## config.mk

```make
export PLATFORM = sky130hd
export DESIGN_NAME = iou_gated_match_cost_top
export DESIGN_NICKNAME = d
export VERILOG_FILES = /design/src/iougmc_pkg.sv /design/src/iou_gated_match_cost_top.sv
export SDC_FILE = /design/constraint.sdc
export NUM_CORES = 2
export LEC_CHECK = 0
export BUFFER_PORTS_ARGS = -buffer_cell sky130_fd_sc_hd__buf_2
export CORE_ASPECT_RATIO = 1.4
export CORE_UTILIZATION = 45
export CTS_CLUSTER_SIZE = 12
export DETAILED_ROUTE_END_ITERATION = 7
export SLEW_MARGIN = 5
export SYNTH_ARGS = -nofsm -noshare
export SYNTH_HDL_FRONTEND = slang
export SYNTH_SLANG_ARGS = --single-unit
```

## constraint.sdc

```tcl
create_clock -name clk -period 9.15 [get_ports clk]
set_input_delay 0 -clock clk [delete_from_list [all_inputs] [get_ports clk]]
set_output_delay 0 -clock clk [all_outputs]
set_load 0.03 [all_outputs]
```

## src/iougmc_pkg.sv

```systemverilog
// shared constants for the iou gated match cost block
// field widths, register indexes and reset values; no dependencies
package iougmc_pkg;

	localparam int COORD_BITS_DEF = 12;
	localparam int FRAC_BITS_DEF  = 16;

	localparam int FRAMES_W   = 8;
	localparam int STALE_W    = 8;
	localparam int COST_W     = 20;
	localparam int M_DATA_W   = ((COST_W + 7) / 8) * 8;
	localparam int CFG_INDEX_W = 2;
	localparam int CFG_DATA_W = COST_W;

	localparam logic [CFG_INDEX_W-1:0] REG_STALE_LIMIT = 2'd0;
	localparam logic [CFG_INDEX_W-1:0] REG_GATE_COST   = 2'd1;

	localparam logic [STALE_W-1:0] STALE_LIMIT_RST = 8'd1;
	localparam logic [COST_W-1:0]  GATE_COST_RST   = 20'hFFFFF;

endpackage

```

## src/iou_gated_match_cost_top.sv

```systemverilog
// iou match cost pipeline: overlap, areas, union and a restoring divider
// depends on iougmc_pkg
//
// usage
//   s_tdata carries one track/detection box pair per request, m_tdata returns
//   the cost (1 - iou) as an unsigned fraction with FRAC_BITS bits; m_tuser
//   flags a stale track that got the programmed gate cost instead
//   cfg_valid/cfg_ready writes stale_limit (index 0) or gate_cost (index 1);
//   cfg_ready is always high and other indexes are dropped; write only while idle
// throughput: one request per cycle, sustained, set by the fully pipelined
//   divider that resolves one quotient bit per stage
// latency: FRAC_BITS + 6 cycles from the accepting edge to m_tvalid
//   (FRAC_BITS + 7 register stages, the first loaded at the accepting edge:
//   overlap, multiply, area sum, union/difference, FRAC_BITS + 2 divider
//   stages, output register)
// reset: arst_n clears every valid bit and loads the register defaults
//   (stale_limit 1, gate_cost all ones); no clearing pass
// stall: each stage holds while the one after it is full and blocked, so
//   empty stages still fill and s_tready only falls once the pipe is full
module iou_gated_match_cost_top #(
	parameter int COORD_BITS = iougmc_pkg::COORD_BITS_DEF,
	parameter int FRAC_BITS  = iougmc_pkg::FRAC_BITS_DEF,
	localparam int S_DATA_W  = ((8 * COORD_BITS + iougmc_pkg::FRAMES_W + 7) / 8) * 8
) (
	input  logic                                 clk,
	input  logic                                 arst_n,
	// input request channel
	input  logic                                 s_tvalid,
	output logic                                 s_tready,
	// low to high: track_left, track_top, track_wide, track_tall, det_left,
	// det_top, det_wide, det_tall (COORD_BITS each), frames_unmatched (8), zero pad
	input  logic [S_DATA_W-1:0]                  s_tdata,
	// result channel
	output logic                                 m_tvalid,
	input  logic                                 m_tready,
	// low to high: match_cost (20), zero pad
	output logic [iougmc_pkg::M_DATA_W-1:0]      m_tdata,
	// bit 0: was_gated
	output logic [0:0]                           m_tuser,
	// register write channel
	input  logic                                 cfg_valid,
	output logic                                 cfg_ready,
	input  logic [iougmc_pkg::CFG_INDEX_W-1:0]   cfg_index,
	input  logic [iougmc_pkg::CFG_DATA_W-1:0]    cfg_data
);

	localparam int C  = COORD_BITS;
	localparam int EW = COORD_BITS + 1;       // box end coordinate
	localparam int AW = 2 * COORD_BITS;       // one area
	localparam int UW = 2 * COORD_BITS + 1;   // union, area sum, remainder
	localparam int QW = FRAC_BITS + 2;        // quotient with one extra rounding bit
	localparam int CW = iougmc_pkg::COST_W;

	// ---------------------------------------------------------------
	// configuration registers
	// ---------------------------------------------------------------
	logic [iougmc_pkg::STALE_W-1:0] stale_limit_q;
	logic [CW-1:0]                  gate_cost_q;

	assign cfg_ready = 1'b1;

	always_ff @(posedge clk or negedge arst_n) begin
		if (!arst_n) begin
			stale_limit_q <= iougmc_pkg::STALE_LIMIT_RST;
			gate_cost_q   <= iougmc_pkg::GATE_COST_RST;
		end else if (cfg_valid && cfg_ready) begin
			unique case (cfg_index)
				iougmc_pkg::REG_STALE_LIMIT: begin
					stale_limit_q <= cfg_data[iougmc_pkg::STALE_W-1:0];
				end
				iougmc_pkg::REG_GATE_COST: begin
					gate_cost_q <= cfg_data[CW-1:0];
				end
				default: begin
				end
			endcase
		end
	end

	// ---------------------------------------------------------------
	// request unpacking
	// ---------------------------------------------------------------
	logic [C-1:0] tl, tt, tw, th, dl, dt, dw, dh;
	logic [iougmc_pkg::FRAMES_W-1:0] frames;

	assign tl     = s_tdata[0*C +: C];
	assign tt     = s_tdata[1*C +: C];
	assign tw     = s_tdata[2*C +: C];
	assign th     = s_tdata[3*C +: C];
	assign dl     = s_tdata[4*C +: C];
	assign dt     = s_tdata[5*C +: C];
	assign dw     = s_tdata[6*C +: C];
	assign dh     = s_tdata[7*C +: C];
	assign frames = s_tdata[8*C +: iougmc_pkg::FRAMES_W];

	// ---------------------------------------------------------------
	// per-stage load enables: a stage loads when it is empty or its
	// content moves on, so bubbles collapse under a stalled output
	// ---------------------------------------------------------------
	logic          v_s1, v_s2, v_s3, v_s4;
	logic          en_s1, en_s2, en_s3, en_s4, en_out;
	logic [QW-1:0] dv_s;
	logic [QW-1:0] en_d;

	assign en_out = !m_tvalid || m_tready;
	assign en_s4  = !v_s4 || en_d[0];
	assign en_s3  = !v_s3 || en_s4;
	assign en_s2  = !v_s2 || en_s3;
	assign en_s1  = !v_s1 || en_s2;
	assign s_tready = en_s1;

	// ---------------------------------------------------------------
	// stage 1: overlap on each axis, clipped at zero; stale gate compare
	// ---------------------------------------------------------------
	logic [EW-1:0] tx_end, dx_end, ty_end, dy_end;
	logic [EW-1:0] x_lo, x_hi, y_lo, y_hi;
	logic [C-1:0]  ox, oy;
	logic [EW-1:0] x_len, y_len;

	always_comb begin
		tx_end = {1'b0, tl} + {1'b0, tw};
		dx_end = {1'b0, dl} + {1'b0, dw};
		ty_end = {1'b0, tt} + {1'b0, th};
		dy_end = {1'b0, dt} + {1'b0, dh};
		x_lo   = (tl > dl) ? {1'b0, tl} : {1'b0, dl};
		y_lo   = (tt > dt) ? {1'b0, tt} : {1'b0, dt};
		x_hi   = (tx_end < dx_end) ? tx_end : dx_end;
		y_hi   = (ty_end < dy_end) ? ty_end : dy_end;
		x_len  = x_hi - x_lo;
		y_len  = y_hi - y_lo;
		// an overlap never exceeds either width, so it fits the coordinate width
		ox     = (x_hi > x_lo) ? x_len[C-1:0] : '0;
		oy     = (y_hi > y_lo) ? y_len[C-1:0] : '0;
	end

	logic [C-1:0] ox_s1, oy_s1, tw_s1, th_s1, dw_s1, dh_s1;
	logic         gated_s1;

	always_ff @(posedge clk or negedge arst_n) begin
		if (!arst_n) begin
			v_s1 <= 1'b0;
		end else if (en_s1) begin
			v_s1 <= s_tvalid;
		end
	end

	always_ff @(posedge clk) begin
		if (en_s1 && s_tvalid) begin
			ox_s1    <= ox;
			oy_s1    <= oy;
			tw_s1    <= tw;
			th_s1    <= th;
			dw_s1    <= dw;
			dh_s1    <= dh;
			gated_s1 <= frames > stale_limit_q;
		end
	end

	// ---------------------------------------------------------------
	// stage 2: intersection and box areas, three parallel multipliers
	// ---------------------------------------------------------------
	logic [AW-1:0] inter_s2, tarea_s2, darea_s2;
	logic          gated_s2;

	always_ff @(posedge clk or negedge arst_n) begin
		if (!arst_n) begin
			v_s2 <= 1'b0;
		end else if (en_s2) begin
			v_s2 <= v_s1;
		end
	end

	always_ff @(posedge clk) begin
		if (en_s2 && v_s1) begin
			inter_s2 <= AW'(ox_s1) * AW'(oy_s1);
			tarea_s2 <= AW'(tw_s1) * AW'(th_s1);
			darea_s2 <= AW'(dw_s1) * AW'(dh_s1);
			gated_s2 <= gated_s1;
		end
	end

	// ---------------------------------------------------------------
	// stage 3: sum of the two box areas
	// ---------------------------------------------------------------
	logic [UW-1:0] sum_s3;
	logic [UW-1:0] inter_s3;
	logic          gated_s3;

	always_ff @(posedge clk or negedge arst_n) begin
		if (!arst_n) begin
			v_s3 <= 1'b0;
		end else if (en_s3) begin
			v_s3 <= v_s2;
		end
	end

	always_ff @(posedge clk) begin
		if (en_s3 && v_s2) begin
			sum_s3   <= {1'b0, tarea_s2} + {1'b0, darea_s2};
			inter_s3 <= {1'b0, inter_s2};
			gated_s3 <= gated_s2;
		end
	end

	// ---------------------------------------------------------------
	// stage 4: union = sum - inter, dividend = union - inter
	// the union is zero exactly when both boxes have zero area
	// ---------------------------------------------------------------
	logic [UW-1:0] uni_s4, diff_s4;
	logic          gated_s4, uzero_s4;

	always_ff @(posedge clk or negedge arst_n) begin
		if (!arst_n) begin
			v_s4 <= 1'b0;
		end else if (en_s4) begin
			v_s4 <= v_s3;
		end
	end

	always_ff @(posedge clk) begin
		if (en_s4 && v_s3) begin
			uni_s4   <= sum_s3 - inter_s3;
			diff_s4  <= sum_s3 - {inter_s3[UW-2:0], 1'b0};
			gated_s4 <= gated_s3;
			uzero_s4 <= sum_s3 == '0;
		end
	end

	// ---------------------------------------------------------------
	// divider: q2 = floor(diff * 2^(FRAC_BITS+1) / uni), one bit per stage,
	// msb first; diff <= uni so the top bit needs no shift
	// ---------------------------------------------------------------
	logic [UW-1:0] dr_s [QW];
	logic [UW-1:0] du_s [QW];
	logic [QW-1:0] dq_s [QW];
	logic [QW-1:0] dg_s;
	logic [QW-1:0] dz_s;

	for (genvar k = 0; k < QW; k++) begin : g_div
		logic [UW:0]   trial;
		logic [UW:0]   trial_sub;
		logic          qbit;
		logic [UW-1:0] div_in;
		logic [QW-1:0] q_in;
		logic          v_in, g_in, z_in;

		if (k == QW - 1) begin : g_en_last
			assign en_d[k] = !dv_s[k] || en_out;
		end else begin : g_en_mid
			assign en_d[k] = !dv_s[k] || en_d[k+1];
		end

		if (k == 0) begin : g_first
			assign trial  = {1'b0, diff_s4};
			assign div_in = uni_s4;
			assign q_in   = '0;
			assign v_in   = v_s4;
			assign g_in   = gated_s4;
			assign z_in   = uzero_s4;
		end else begin : g_next
			assign trial  = {dr_s[k-1], 1'b0};
			assign div_in = du_s[k-1];
			assign q_in   = dq_s[k-1];
			assign v_in   = dv_s[k-1];
			assign g_in   = dg_s[k-1];
			assign z_in   = dz_s[k-1];
		end

		assign trial_sub = trial - {1'b0, div_in};
		assign qbit      = trial >= {1'b0, div_in};

		always_ff @(posedge clk or negedge arst_n) begin
			if (!arst_n) begin
				dv_s[k] <= 1'b0;
			end else if (en_d[k]) begin
				dv_s[k] <= v_in;
			end
		end

		// after the subtract the remainder is below the divisor
		always_ff @(posedge clk) begin
			if (en_d[k] && v_in) begin
				dr_s[k] <= qbit ? trial_sub[UW-1:0] : trial[UW-1:0];
				du_s[k] <= div_in;
				dq_s[k] <= {q_in[QW-2:0], qbit};
				dg_s[k] <= g_in;
				dz_s[k] <= z_in;
			end
		end
	end

	// ---------------------------------------------------------------
	// output register: round half up by (q2 + 1) >> 1, then the
	// zero-union and gated overrides
	// ---------------------------------------------------------------
	logic [QW-1:0] q_round;
	logic [CW-1:0] cost_ratio;
	logic [CW-1:0] cost_next;

	always_comb begin
		q_round    = dq_s[QW-1] + QW'(1);
		cost_ratio = CW'(q_round[QW-1:1]);
		if (dg_s[QW-1]) begin
			cost_next = gate_cost_q;
		end else if (dz_s[QW-1]) begin
			cost_next = CW'(1) << FRAC_BITS;
		end else begin
			cost_next = cost_ratio;
		end
	end

	always_ff @(posedge clk or negedge arst_n) begin
		if (!arst_n) begin
			m_tvalid <= 1'b0;
		end else if (en_out) begin
			m_tvalid <= dv_s[QW-1];
		end
	end

	always_ff @(posedge clk) begin
		if (en_out && dv_s[QW-1]) begin
			m_tdata <= iougmc_pkg::M_DATA_W'(cost_next);
			m_tuser <= dg_s[QW-1];
		end
	end

endmodule

```

=== Word-level counts from Yosys, hierarchy flattened ===
Memory sizes are Yosys's and may differ from the RTL's.
Cells that the tools add are included.

* Bits in registers: 356
* RAM bits: 1224
* Input bits: 131
* Word-level logic and storage cells: 274
* Memories: 3

* $add $sub $neg: 28
* Multipliers: 3
* Magnitude comparators: 25
* Eq/ne operators: 1
* Multiplexer cells: 60
* Reductions and logical operators: 73

{| class="wikitable"
|+ Memory list
! memory !! words !! bits a word !! read ports !! clocked after Yosys merged registers in !! wr ports !! RTL line !! RTL
|-
| dr_s || 18 || 25 || 17 || 0 || 18 || iou_gated_match_cost_top.sv:233 || <nowiki>logic [UW-1:0] dr_s [QW];</nowiki>
|-
| du_s || 18 || 25 || 17 || 0 || 18 || iou_gated_match_cost_top.sv:234 || <nowiki>logic [UW-1:0] du_s [QW];</nowiki>
|-
| dq_s || 18 || 18 || 18 || 0 || 18 || iou_gated_match_cost_top.sv:235 || <nowiki>logic [QW-1:0] dq_s [QW];</nowiki>
|}

{| class="wikitable"
|+ Operators with widths
! kind !! number
|-
| subtractor 25 bit || 19
|-
| two-way mux 25 bit || 18
|-
| greater-or-equal comparator 26 x 25 -> 1 bit || 17
|-
| multiplier 12 x 12 -> 24 bit || 3
|-
| adder 12 x 12 -> 13 bit || 4
|-
| two-way mux 1 bit || 36
|-
| greater-than comparator 13 x 12 -> 1 bit || 2
|-
| < comparator 13 bit || 2
|-
| two-way mux 13 bit || 2
|-
| adder 24 x 24 -> 25 bit || 1
|-
| greater-or-equal comparator 25 bit || 1
|-
| zero test 25 bit || 1
|-
| subtractor 25 x 24 -> 25 bit || 1
|-
| greater-than comparator 12 bit || 2
|-
| two-way mux 12 bit || 2
|-
| subtractor 12 bit || 2
|-
| logical AND 1 bit || 23
|-
| zero test 1 bit || 23
|-
| logical OR 1 bit || 23
|-
| two-way mux 20 bit || 1
|-
| adder 18 x 1 -> 18 bit (second input constant) || 1
|-
| two-way mux 17 bit || 1
|-
| greater-than comparator 8 bit || 1
|-
| AND reduction 2 bit || 2
|-
| 2 further kinds || 2
|}

=== Longest topological paths before layout ===
* Depth after elaboration: 25
* Gate-level depth with buffers: 30
* Depth with buffers taken out: 29

=== Worst setup path after synthesis ===
Ideal clock, no wire load.

* Kind: register to register
* Start point: register m_tvalid
* End point: memory dq_s[5][0] (netlist bit) (enable)
* Library setup time: 0.563 ns
* Arrival: 5.385 ns
* Data required time: 8.587 ns
* Setup slack: 3.203 ns
* Stages on the path, launching flop included: 7
* Path buffers: 0
* Period minus slack after synthesis: 5.947 ns
* Cell sequence: dfrtp_1 > nand4b_1 > inv_1 > and3_1 > nand3_1 > nor2_1 > a21boi_0

{| class="wikitable"
|+ RTL lines
! what !! RTL line !! RTL
|-
| start, declared || iou_gated_match_cost_top.sv:34 || <nowiki>output logic m_tvalid,</nowiki>
|-
| start signal, assigned || iou_gated_match_cost_top.sv:316 || <nowiki>m_tvalid <= dv_s[QW-1];</nowiki>
|-
| end, declared || iou_gated_match_cost_top.sv:235 ||
|}

=== Worst setup path after layout ===
* Start point: input port s_tdata[37]
* End point: register oy_s1[6] (data pin)

* Longest elaborated chain between the ends: 4

{| class="wikitable"
|+ Ends and longest elaborated chain
! what !! RTL line !! RTL
|-
| start, declared || iou_gated_match_cost_top.sv:32 || <nowiki>input logic [S_DATA_W-1:0] s_tdata,</nowiki>
|-
| adder 12 x 12 -> 13 bit * || iou_gated_match_cost_top.sv:123 || <nowiki>ty_end = {1'b0, tt} + {1'b0, th};</nowiki>
|-
| < comparator 13 bit || iou_gated_match_cost_top.sv:128 || <nowiki>y_hi = (ty_end < dy_end) ? ty_end : dy_end;</nowiki>
|-
| two-way mux 13 bit * || iou_gated_match_cost_top.sv:128 ||
|-
| subtractor 12 bit or greater-than comparator 13 x 12 -> 1 bit (tied branches) || iou_gated_match_cost_top.sv:130, iou_gated_match_cost_top.sv:133 ||
|-
| end signal, assigned || iou_gated_match_cost_top.sv:150 || <nowiki>oy_s1 <= oy;</nowiki>
|-
| end, declared || iou_gated_match_cost_top.sv:136 || <nowiki>logic [C-1:0] ox_s1, oy_s1, tw_s1, th_s1, dw_s1, dh_s1;</nowiki>
|}

Mark *: on every way between the ends. The rest lies on a longest branch, timed or not.
A chain may end at the register's enable or synchronous reset.

==> impl_results.md <==
- Worst setup path startpoint: s_tdata[37]
- Final Core Density: 50.3%
- Nets: about 9800
- Arr. time, crit path: 7.58 ns
- Number of core rows: 195
- Netlist cell types: 106
- Post-detail-place hpwl: 172 mm
- Clock latency on the worst-skew pair: 0.84 ns
- Achievable Freq: 141 MHz
- CP Capture Type: flop
- CP Launch Type: primary input
- Hold Crit Class: primary input to flop
- Reg2Reg Launch Point: dw_s1[3]
- Number of flops mapped to enable cells by yosys: 1326
- Synthesized area: 0.0917 mm^2
- Initial drt markers: 2832
- Final Hold Viols: 0
- DR WL/cell: around 19 um
- Vias: 60532
- Post-CTS setup buffers: 0
- CTS tree: built
- WP buf/inv: 3
- Setup crit end: oy_s1[6]
- Reg2reg setup slack: 2.98 ns
- Number of synthesized register bits: 1377
- Worst path max stage delay: roughly 0.8 ns
- Endpoints failing setup: 0
- Die Span X: 383 um
- Die Y: 536 um
- Clock skew: 0.0930 ns
- Starting Density: 45.4%
- CTS H-tree lvls: 4
- Antenna violations before repair: 2
- Failing checks: DRC
- Ys Warns: 0
- Clk root buf: clkbuf_16
- Clk buf depth: 4
- R2R cell count: 18
- Register area share after synthesis: 44.9%
- Reg2reg end: darea_s2[23]
- First-pass GRT wire length: between 300 and 400 mm
- Slew Limit Fails: 0
- Largest net degree at the start of global routing: 65
- CORE AREA: 0.202 mm^2
- Post-synth top flop: edfxtp_1
- Io pins: 159
- Share of cells above drive strength 1: 9.88%
- Crit. path cell count: 31
- Worst-path clk slew: 0.06 ns
- Overall routed net length: 215 mm
- Total GRT Usage: 20.9%
- Vias in the first global route: 63337
- Most frequent cells in the layout: 1326 x edfxtp_1, 1126 x inv_1, 833 x ha_1
- Worst-Margin Slew: 1.10 ns
- Post-DRT Antenna Nets: 0
- Slew HR: 26.5%
- Commonest non-fill, non-tap cell in the layout: edfxtp_1
- CTS Buf Count: 159
- Crit path max-delay family: compound AO/OA/AOI/OAI gates
- I/O Buffers: 153
- Post-Synthesis Cells: roughly 8000
- Synth-to-Final Area Change: 10.9%
- Critical path's slowest cell: o41ai_1
- Outcome: complete, but fails checks
- WS Path Type: primary input to flop
- Fill count: 17878
- Maxcap violations: 0
- First-pass DRT Iterations: 8
- Worst-path maximum fanout: 13
- RD Place Congestion: ~0.92
- CTS sink count: 1377
- CP required: 9.66 ns
- RSZ-0062 raised after global routing: false
- Clock period minus worst slack: 7.07 ns
- Setup TNS: 0 ns
- Die ar.: 0.206 mm^2
- Syn Area/Cell: 11.2 um^2
- Vias per cell: 5.37
- Post-cts gate resize count: 0
- Post-synth ARST share: 3.70%
- Grt total ovfl: 0
- Hold_ws: 0.0690 ns
- Drc violations: 12
- Final Cycle Share: between 70% and 80%
## metrics by stage
stage,setup WS [ns],std cells,cell area [um^2]
final,2.08,11271,102000
after global routing,1.68,11271,102000
after CTS,2.14,11270,102000
after detailed placement,1.82,10859,95300
after global placement,1.84,10859,95300
after floorplan,3.20,8169,91700
## cell usage after synthesis, types with 121 or more instances
cell type     n  area [um^2]
o21ai_0     301         1510
and2_1      212         1330
nor3_1      132          661
nor2b_1     123          769
inv_1      1126         4230
ha_1        833        10400
mux2_2      180         2030
nand2_1     574         2150
xor2_1      156         1370
nor2_1      410         1540
a21o_1      201         1510
a21oi_1     448         2240
edfxtp_1   1326        39800
fa_1        326         6530
xnor2_1     367         3210
nand3_1     121          606
## routing by layer
metal / vias to the layer above / wire length (um) / GRT usage (%)
li1: 29354 / - / -
met1: 29453 / 74700 / 20.1
met2: 1191 / 118000 / 41.3
met3: 534 / 6290 / 1.87
met4: 0 / 16000 / 14.2
met5: - / 0 / 0
## worst min-delay path by stage
| stage | startpoint | end | slack, ns | depth (start not counted) |
|---|---|---|---|---|
| after floorplan | arst_n | dv_s[17] | -0.30 | 0 |
| after global placement | arst_n | stale_limit_q[2] | 0.16 | 2 |
| after detailed placement | arst_n | stale_limit_q[2] | 0.17 | 2 |
| after CTS | s_tdata[79] | dw_s1[7] | 0.003 | 2 |
| after global routing | s_tdata[75] | dw_s1[3] | 0.04 | 2 |
| final | s_tdata[75] | dw_s1[3] | 0.07 | 2 |
## cell type report
cell class | count | area (um^2) | share of cell area (%)
multi-input cells | 5507 | 45600 | 44.9
diodes | 1 | 2.50 | 0.00246
inverters | 1126 | 4230 | 4.16
flip-flops and latches | 1377 | 41100 | 40.5
clock inverters | 57 | 544 | 0.536
clock buffers | 203 | 4260 | 4.19
well taps | 2659 | 3330 | 3.27
repair buffers | 341 | 2550 | 2.51
## cells by family after synthesis
family | synth area share (%)
muxes | 4.61
other | 0.00819
DFF | 44.9
and+or+nand+nor | 10.6
xor gates and xnor gates | 5.00
adders and majority gates | 18.5
buffers and inverters | 5.53
AOI/OAI and AO/OA | 10.9
## registers in the layout (all words and copies together), names as in the netlist, 24 cells and up
register,count
tarea_s2,24
dq_s,171
sum_s3,25
g_div.div_in,25
dr_s,425
du_s,425
diff_s4,25
darea_s2,24
inter_s3,24
inter_s2,24
## worst register-to-register path, stage by stage, from the launching register on
cell and delay, ns:
edfxtp_1 0.63, and2_1 0.31, fa_1 0.53, inv_1 0.06
fa_1 0.52, inv_1 0.05, fa_1 0.50, fa_1 0.54
inv_1 0.06, fa_1 0.54, inv_1 0.05, ha_1 0.34
a21o_1 0.17, a21o_1 0.20, nor3_1 0.28, a211oi_1 0.13
a2111oi_0 0.68, a21oi_1 0.17, xnor2_1 0.17
## timing repair
item                                    in CTS  in global routing
hold endpoints to repair                   165                  0
hold buffers                               151                  0
endpoints found under the setup margin       0                  0
Power is left out: the tool's default activity adds up to more than one toggle a clock period on the data nets, which glitch-free logic cannot reach.
